**config.mk**
```make
export PLATFORM = sky130hd
export DESIGN_NAME = gbs_ctrl
export DESIGN_NICKNAME = d
export VERILOG_FILES = /design/src/rtl/gbs_pkg.sv /design/src/rtl/gbs_ctrl.sv
export SDC_FILE = /design/constraint.sdc
export NUM_CORES = 1
export LEC_CHECK = 0
export BUFFER_PORTS_ARGS = -buffer_cell sky130_fd_sc_hd__buf_2
export CAP_MARGIN = 20
export CORE_MARGIN = 1
export CORE_UTILIZATION = 53
export CTS_BUF_LIST = sky130_fd_sc_hd__clkbuf_16
export DETAILED_ROUTE_END_ITERATION = 10
export GPL_TIMING_DRIVEN = 0
export PLACE_DENSITY = 0.83
export SYNTH_ARGS = -nofsm -noshare
export SYNTH_HDL_FRONTEND = slang
export SYNTH_SLANG_ARGS = --single-unit
```
**constraint.sdc**
```tcl
create_clock -name clk -period 4 [get_ports clk]
set_input_delay 0.6 -clock clk [delete_from_list [all_inputs] [get_ports clk]]
set_output_delay 0.6 -clock clk [all_outputs]
set_load 0.1 [all_outputs]
```
**src/rtl/gbs_pkg.sv**
```systemverilog
`timescale 1ns / 1ps
`default_nettype none
package gbs_pkg;

    localparam int FRAC_BITS = 32;
    localparam int NUM_SHIFT = (3 * FRAC_BITS >= 64) ? (3 * FRAC_BITS - 64) : 0;
    localparam int DEN_SHIFT = (3 * FRAC_BITS >= 64) ? 0 : (64 - 3 * FRAC_BITS);

    localparam int GC_W   = 40;
    localparam int MASS_W = 31;
    localparam int GM_W   = GC_W + MASS_W;
    localparam int PROD_W = 192;
    localparam int NUM_W  = GM_W + 64 + NUM_SHIFT;
    localparam int DEN_W  = PROD_W + DEN_SHIFT;
    localparam int QUO_W  = 63;
    localparam int HI_W   = NUM_W - QUO_W;
    localparam int CMP_W  = ((HI_W > DEN_W) ? HI_W : DEN_W) + 1;

    localparam logic [63:0] POS_MAX = 64'h7FFF_FFFF_FFFF_FFFF;
    localparam logic [63:0] NEG_MIN = 64'h8000_0000_0000_0000;

    localparam logic [39:0] GC_RESET = 40'd1231107000;

    // Input kinds.
    localparam logic [1:0] KIND_NEIGHBOR     = 2'd0;
    localparam logic [1:0] KIND_NEIGHBOR_END = 2'd1;
    localparam logic [1:0] KIND_END          = 2'd2;
    localparam logic [1:0] KIND_UNUSED       = 2'd3;

    // Configuration register indexes.
    localparam logic [1:0] CFG_START_X    = 2'd0;
    localparam logic [1:0] CFG_START_Y    = 2'd1;
    localparam logic [1:0] CFG_GRAV_CONST = 2'd2;
    localparam logic [1:0] CFG_UNUSED     = 2'd3;

    // Multiplier jobs.
    typedef logic [2:0] mul_op_t;
    localparam mul_op_t MUL_DX2 = 3'd0;
    localparam mul_op_t MUL_DY2 = 3'd1;
    localparam mul_op_t MUL_DEN = 3'd2;
    localparam mul_op_t MUL_GM  = 3'd3;
    localparam mul_op_t MUL_NX  = 3'd4;
    localparam mul_op_t MUL_NY  = 3'd5;

    typedef struct packed {
        logic    load;
        logic    diff;
        logic    coin;
        logic    mul_start;
        mul_op_t mul_op;
        logic    sqrt_start;
        logic    div_start;
        logic    acc;
        logic    vel;
        logic    pos1;
        logic    out;
    } cmd_t;

    typedef struct packed {
        logic zero_dist;
        logic mul_done;
        logic sqrt_done;
        logic div_done;
    } status_t;

    // Result in the low 64 bits, overflow flag on top.
    function automatic logic [64:0] sat_add(input logic [63:0] a, input logic [63:0] b);
        logic [63:0] s;
        logic        ovf;
        s   = a + b;
        ovf = (a[63] == b[63]) && (s[63] != a[63]);
        return ovf ? {1'b1, (a[63] ? NEG_MIN : POS_MAX)} : {1'b0, s};
    endfunction

    function automatic logic [64:0] sat_sub(input logic [63:0] a, input logic [63:0] b);
        logic [63:0] d;
        logic        ovf;
        d   = a - b;
        ovf = (a[63] != b[63]) && (d[63] != a[63]);
        return ovf ? {1'b1, (a[63] ? NEG_MIN : POS_MAX)} : {1'b0, d};
    endfunction

endpackage
`default_nettype wire

```
**src/rtl/gbs_ctrl.sv**
```systemverilog
`timescale 1ns / 1ps
`default_nettype none
module gbs_ctrl (
    input  wire logic              clk,
    input  wire logic              rst_n,
    input  wire logic              in_valid,
    output logic                   in_ready,
    input  wire logic [1:0]        in_kind,
    output logic                   out_valid,
    input  wire logic              out_ready,
    output gbs_pkg::cmd_t          cmd,
    input  wire gbs_pkg::status_t  status
);

    localparam logic [4:0] S_IDLE = 5'd0;
    localparam logic [4:0] S_DIFF = 5'd1;
    localparam logic [4:0] S_CHK  = 5'd2;
    localparam logic [4:0] S_MDX  = 5'd3;
    localparam logic [4:0] S_MDY  = 5'd4;
    localparam logic [4:0] S_SQS  = 5'd5;
    localparam logic [4:0] S_SQW  = 5'd6;
    localparam logic [4:0] S_MDEN = 5'd7;
    localparam logic [4:0] S_MGM  = 5'd8;
    localparam logic [4:0] S_MNX  = 5'd9;
    localparam logic [4:0] S_MNY  = 5'd10;
    localparam logic [4:0] S_DIVS = 5'd11;
    localparam logic [4:0] S_DIVW = 5'd12;
    localparam logic [4:0] S_ACC  = 5'd13;
    localparam logic [4:0] S_VEL  = 5'd14;
    localparam logic [4:0] S_POS1 = 5'd15;
    localparam logic [4:0] S_OUT  = 5'd16;
    localparam logic [4:0] S_DIVG = 5'd17;

    logic [4:0] state_reg, state_next;
    logic       end_reg, end_next;
    logic       out_valid_reg, out_valid_next;
    logic       accept;
    logic       slot_free;

    assign accept    = in_valid && (state_reg == S_IDLE);
    assign slot_free = !out_valid_reg || out_ready;

    always_comb
    begin
        state_next = state_reg;
        end_next   = end_reg;
        cmd        = '0;
        cmd.mul_op = gbs_pkg::MUL_DX2;
        cmd.load   = accept;
        unique case (state_reg)
            S_IDLE:
            begin
                if (in_valid)
                begin
                    unique case (in_kind)
                        gbs_pkg::KIND_NEIGHBOR:
                        begin
                            end_next   = 1'b0;
                            state_next = S_DIFF;
                        end
                        gbs_pkg::KIND_NEIGHBOR_END:
                        begin
                            end_next   = 1'b1;
                            state_next = S_DIFF;
                        end
                        gbs_pkg::KIND_END:
                        begin
                            state_next = S_VEL;
                        end
                        default:
                        begin
                            state_next = S_IDLE;
                        end
                    endcase
                end
            end
            S_DIFF:
            begin
                cmd.diff   = 1'b1;
                state_next = S_CHK;
            end
            S_CHK:
            begin
                if (status.zero_dist)
                begin
                    cmd.coin   = 1'b1;
                    state_next = end_reg ? S_VEL : S_IDLE;
                end
                else
                begin
                    cmd.mul_start = 1'b1;
                    cmd.mul_op    = gbs_pkg::MUL_DX2;
                    state_next    = S_MDX;
                end
            end
            S_MDX:
            begin
                if (status.mul_done)
                begin
                    cmd.mul_start = 1'b1;
                    cmd.mul_op    = gbs_pkg::MUL_DY2;
                    state_next    = S_MDY;
                end
            end
            S_MDY:
            begin
                if (status.mul_done)
                begin
                    state_next = S_SQS;
                end
            end
            S_SQS:
            begin
                cmd.sqrt_start = 1'b1;
                state_next     = S_SQW;
            end
            S_SQW:
            begin
                if (status.sqrt_done)
                begin
                    cmd.mul_start = 1'b1;
                    cmd.mul_op    = gbs_pkg::MUL_DEN;
                    state_next    = S_MDEN;
                end
            end
            S_MDEN:
            begin
                if (status.mul_done)
                begin
                    cmd.mul_start = 1'b1;
                    cmd.mul_op    = gbs_pkg::MUL_GM;
                    state_next    = S_MGM;
                end
            end
            S_MGM:
            begin
                if (status.mul_done)
                begin
                    state_next = S_MNX;
                end
            end
            S_MNX:
            begin
                // Started in the cycle after the mass product has landed.
                cmd.mul_start = 1'b1;
                cmd.mul_op    = gbs_pkg::MUL_NX;
                state_next    = S_MNY;
            end
            S_MNY:
            begin
                if (status.mul_done)
                begin
                    cmd.mul_start = 1'b1;
                    cmd.mul_op    = gbs_pkg::MUL_NY;
                    state_next    = S_DIVS;
                end
            end
            S_DIVS:
            begin
                if (status.mul_done)
                begin
                    state_next = S_DIVG;
                end
            end
            S_DIVG:
            begin
                // The dividers start on the beat after the second numerator lands.
                cmd.div_start = 1'b1;
                state_next    = S_DIVW;
            end
            S_DIVW:
            begin
                if (status.div_done)
                begin
                    state_next = S_ACC;
                end
            end
            S_ACC:
            begin
                cmd.acc    = 1'b1;
                state_next = end_reg ? S_VEL : S_IDLE;
            end
            S_VEL:
            begin
                cmd.vel    = 1'b1;
                state_next = S_POS1;
            end
            S_POS1:
            begin
                cmd.pos1   = 1'b1;
                state_next = S_OUT;
            end
            S_OUT:
            begin
                if (slot_free)
                begin
                    cmd.out    = 1'b1;
                    state_next = S_IDLE;
                end
            end
            default:
            begin
                state_next = S_IDLE;
            end
        endcase
    end

    always_comb
    begin
        out_valid_next = out_valid_reg;
        if (cmd.out)
        begin
            out_valid_next = 1'b1;
        end
        else if (out_ready)
        begin
            out_valid_next = 1'b0;
        end
    end

    always_ff @(posedge clk or negedge rst_n)
    begin
        if (!rst_n)
        begin
            state_reg     <= S_IDLE;
            end_reg       <= 1'b0;
            out_valid_reg <= 1'b0;
        end
        else
        begin
            state_reg     <= state_next;
            end_reg       <= end_next;
            out_valid_reg <= out_valid_next;
        end
    end

    assign in_ready  = (state_reg == S_IDLE);
    assign out_valid = out_valid_reg;

endmodule
`default_nettype wire

```
==> run summary <==
The library cell used most frequently in the layout, excluding fill and tap cells, is sky130_fd_sc_hd__buf_2. The top flip-flop cell by instance count after synthesis is sky130_fd_sc_hd__dfrtp_1. The tools report the count of warnings emitted by yosys as 0. STA puts the critical path data arrival time at 2.18 ns.

Global-route congestion overflow total: 0. For the max-slew violation total from the final report, the log shows 0. The floorplan has 13 rows. The wire length after detailed routing is 2070 µm. The startpoint identified for the worst register-to-register timing path is state_reg[1]. The count of mapped cells out of synthesis is 104. The register with the most flip-flops in the layout has 5 of them. In this run, synthesis inferred 0 flip-flops with an integrated enable. The initial utilization of the core area, before any placement, comes to 58.6%. In this run the worst path has a maximum fanout of 10.

The run gives 4 as the length of the first detailed-routing pass in iterations. For this run, the share of the core covered by cells in the final layout is 75.0%. The worst pin sits at a relative slew slack of 67.5%.

The tightest min-delay check is of the input port to async pin type. The worst register-to-register path has a setup slack of 2.14 ns. In this run, synthesis produced a sequential element count of 7. The tools report the global routing usage summed across all routing layers as 30.3%. The TritonCTS sink count was 7; the mean routed wirelength per cell was 14.1 µm. Summed over all nets, the half-perimeter wirelength after detailed placement is 1500 µm. For this run, design rule violations remaining after detail routing come to 0.

For the worst clock skew on the final layout, the log shows 0.00117 ns. After detailed routing, the number of vias per cell comes to 5.82. Setup repair after global routing left no endpoint under its margin. For the summed negative setup slack over all endpoints, the log shows 0 ns. STA classifies the critical path startpoint as a flip-flop. The critical path endpoint was cmd[12]. The tools report the final weighted congestion in routability-driven placement as 0.921. The leading area contributor after synthesis is sky130_fd_sc_hd__dfrtp_1.

The run gives 11 as the largest net degree at the start of global routing. In the finished design, the share of the clock period the worst path needs comes to 69.6%. For this run, asynchronously set or reset flops after synthesis account for 100%. The maximum number of buffers from clock root to sink is 2.

Tracing the worst setup path back leads to its startpoint at state_reg[3]. For the pin with the worst max-slew slack, the measured transition is 0.484 ns. For the number of buffers added to fix hold violations after cts, the log shows 0. After synthesis, the mean cell area works out to 7.52 µm². The number of cells on the worst reg-to-reg path is 6.

The total number of H-tree levels was 1. For this run, the post-layout net count is 143. For the count of cells resized by post-cts repair, the log shows 0. The clock reaches the later pin of the worst-skew pair after 0.23 ns. TritonCTS built the clock tree.

The root buffer cell chosen for the clock tree is sky130_fd_sc_hd__clkbuf_16. Critical path's largest stage delay: 0.47 ns. In this run, distinct cell masters in the synthesized netlist total 33.

Detailed routing inserted a total of 855 vias. Data on the critical path is required at its endpoint by 3.40 ns. The run gives 0 as the remaining number of nets flagged by the antenna check after routing. Category of the critical setup timing path: flip-flop to primary output. The top cell type's share of synthesized area works out to 22.4%.

The flow ran to the end, and the final reports show no timing, DRC or antenna violations. The critical path goes through clkbuf_1 > nor3_1 > and3_1 > buf_4 > buf_2. The number of nets in the synthesized netlist is 114. The achievable frequency was 359 MHz. The number of setup violations in the final report is 0, and the initial antenna violation count is 0. In the layout the commonest cells are 24 x sky130_fd_sc_hd__buf_2, 13 x sky130_fd_sc_hd__nor2_1, 10 x sky130_fd_sc_hd__nand2_1, 10 x sky130_fd_sc_hd__nor3_1, 8 x sky130_fd_sc_hd__nand2b_1. The final critical-path required period is 2.78 ns.

STA classifies the critical path endpoint as a primary output. The area growth from synthesis to layout is 27.8%. The area of the core region is 0.00133 mm². The first global-routing pass estimated 3160 µm of wire. Across the run, the number of max-cap violations was 0.

The number of port buffers is 24, and the count of pins on the block boundary is 25. The end of the worst register-to-register path is state_reg[2]. The slowest stage of the critical path is the sky130_fd_sc_hd__nor3_1 cell.

Buffer count from post-CTS setup fixing: 0. The run gives 0 as the antenna diode count. The die area was 0.00163 mm²; the number of hold violations in the final report was 0.

The clock-pin slew of the registers on the worst-case setup and hold paths came out at 0.04 ns. The logs give 674 for the via count of the first global-routing pass and 23 for the DRC marker count from the first detailed-route iteration. The run gives 22.4% as the share of the yosys chip area belonging to registers.

The synthesized netlist occupies a cell area of 782 µm². In the post-synthesis netlist, the biggest area contributors are sky130_fd_sc_hd__dfrtp_1 22%, sky130_fd_sc_hd__mux2_2 8.6%, sky130_fd_sc_hd__nand2b_1 6.4%. The die span in y is 40.4 µm.

The floorplan step set the die width to 40.4 µm. The fraction of layout instances using a drive strength above 1 works out to 34.1%. Counting the buffers created by CTS gives 3.
==> synthesized netlist by cell type, drive strengths merged (2+ instances only) <==
cell    number
a21oi        4
a22oi        2
and3         4
buf          6
clkbuf       3
dfrtp        7
inv          2
mux2         6
nand2       10
nand2b       8
nor2        13
nor2b        2
nor3        10
nor4         2
o21ai        6
o22ai        4
or2          3
==> cells by family after synthesis <==
kind of cell | Yosys count | synth area share (%)
AOI/OAI and AO/OA | 22 | 21.0
and+or+nand+nor | 58 | 39.4
DFF | 7 | 22.4
buffers and inverters | 11 | 8.64
muxes | 6 | 8.64
==> per-layer routing <==
layer | vias up | wire length (µm) | GRT usage (%) | share of wire [%]
met4 | 0 | 26 | 12.5 | 1.3
li1 | 428 | - | - | -
met2 | 34 | 1010 | 46.8 | 49
met5 | - | 0 | 0 | 0
met1 | 391 | 945 | 41.1 | 46
met3 | 2 | 81 | 5.56 | 3.9
==> stage by stage <==
stage | hold slack, ns | setup WS, ns | std cells | cell area (µm²)
after CTS | 0.195 | 1.27 | 147 | 1000
final | 0.193 | 1.22 | 147 | 1000
after floorplan | 0.304 | 0.305 | 104 | 782
after global routing | 0.203 | 1.13 | 147 | 1000
after detailed placement | 0.431 | 1.52 | 143 | 921
after global placement | 0.431 | 1.51 | 143 | 921
==> how the worst min path moves through the flow <==
stage                     start      endpoint  slack, ns  depth (start not counted)
final                     rst_n  state_reg[2]       0.19                          1
after global routing      rst_n  state_reg[4]       0.20                          1
after CTS                 rst_n  state_reg[2]       0.19                          1
after detailed placement  rst_n     out_valid       0.43                          1
after global placement    rst_n  state_reg[2]       0.43                          1
after floorplan           rst_n       end_reg       0.30                          0
==> worst max-delay path, delay by kind of cell (launching register included) <==
kind / cells / cell delay [ns]
flops: 1 / 0.44
buf+inv: 3 / 0.76
simple gates: 2 / 0.74
==> final cells by class <==
class / instances / area, µm²
clock buffers: 3 / 75.1
well taps: 15 / 18.8
repair buffers: 24 / 120
inverters: 2 / 7.51
plain buffers: 9 / 60.1
fillers: 118 / 334
clock inverters: 1 / 3.75
flip-flops and latches: 7 / 175
multi-input cells: 86 / 539
Power is left out: the tool's default activity adds up to more than one toggle a clock period on the data nets, which glitch-free logic cannot reach.
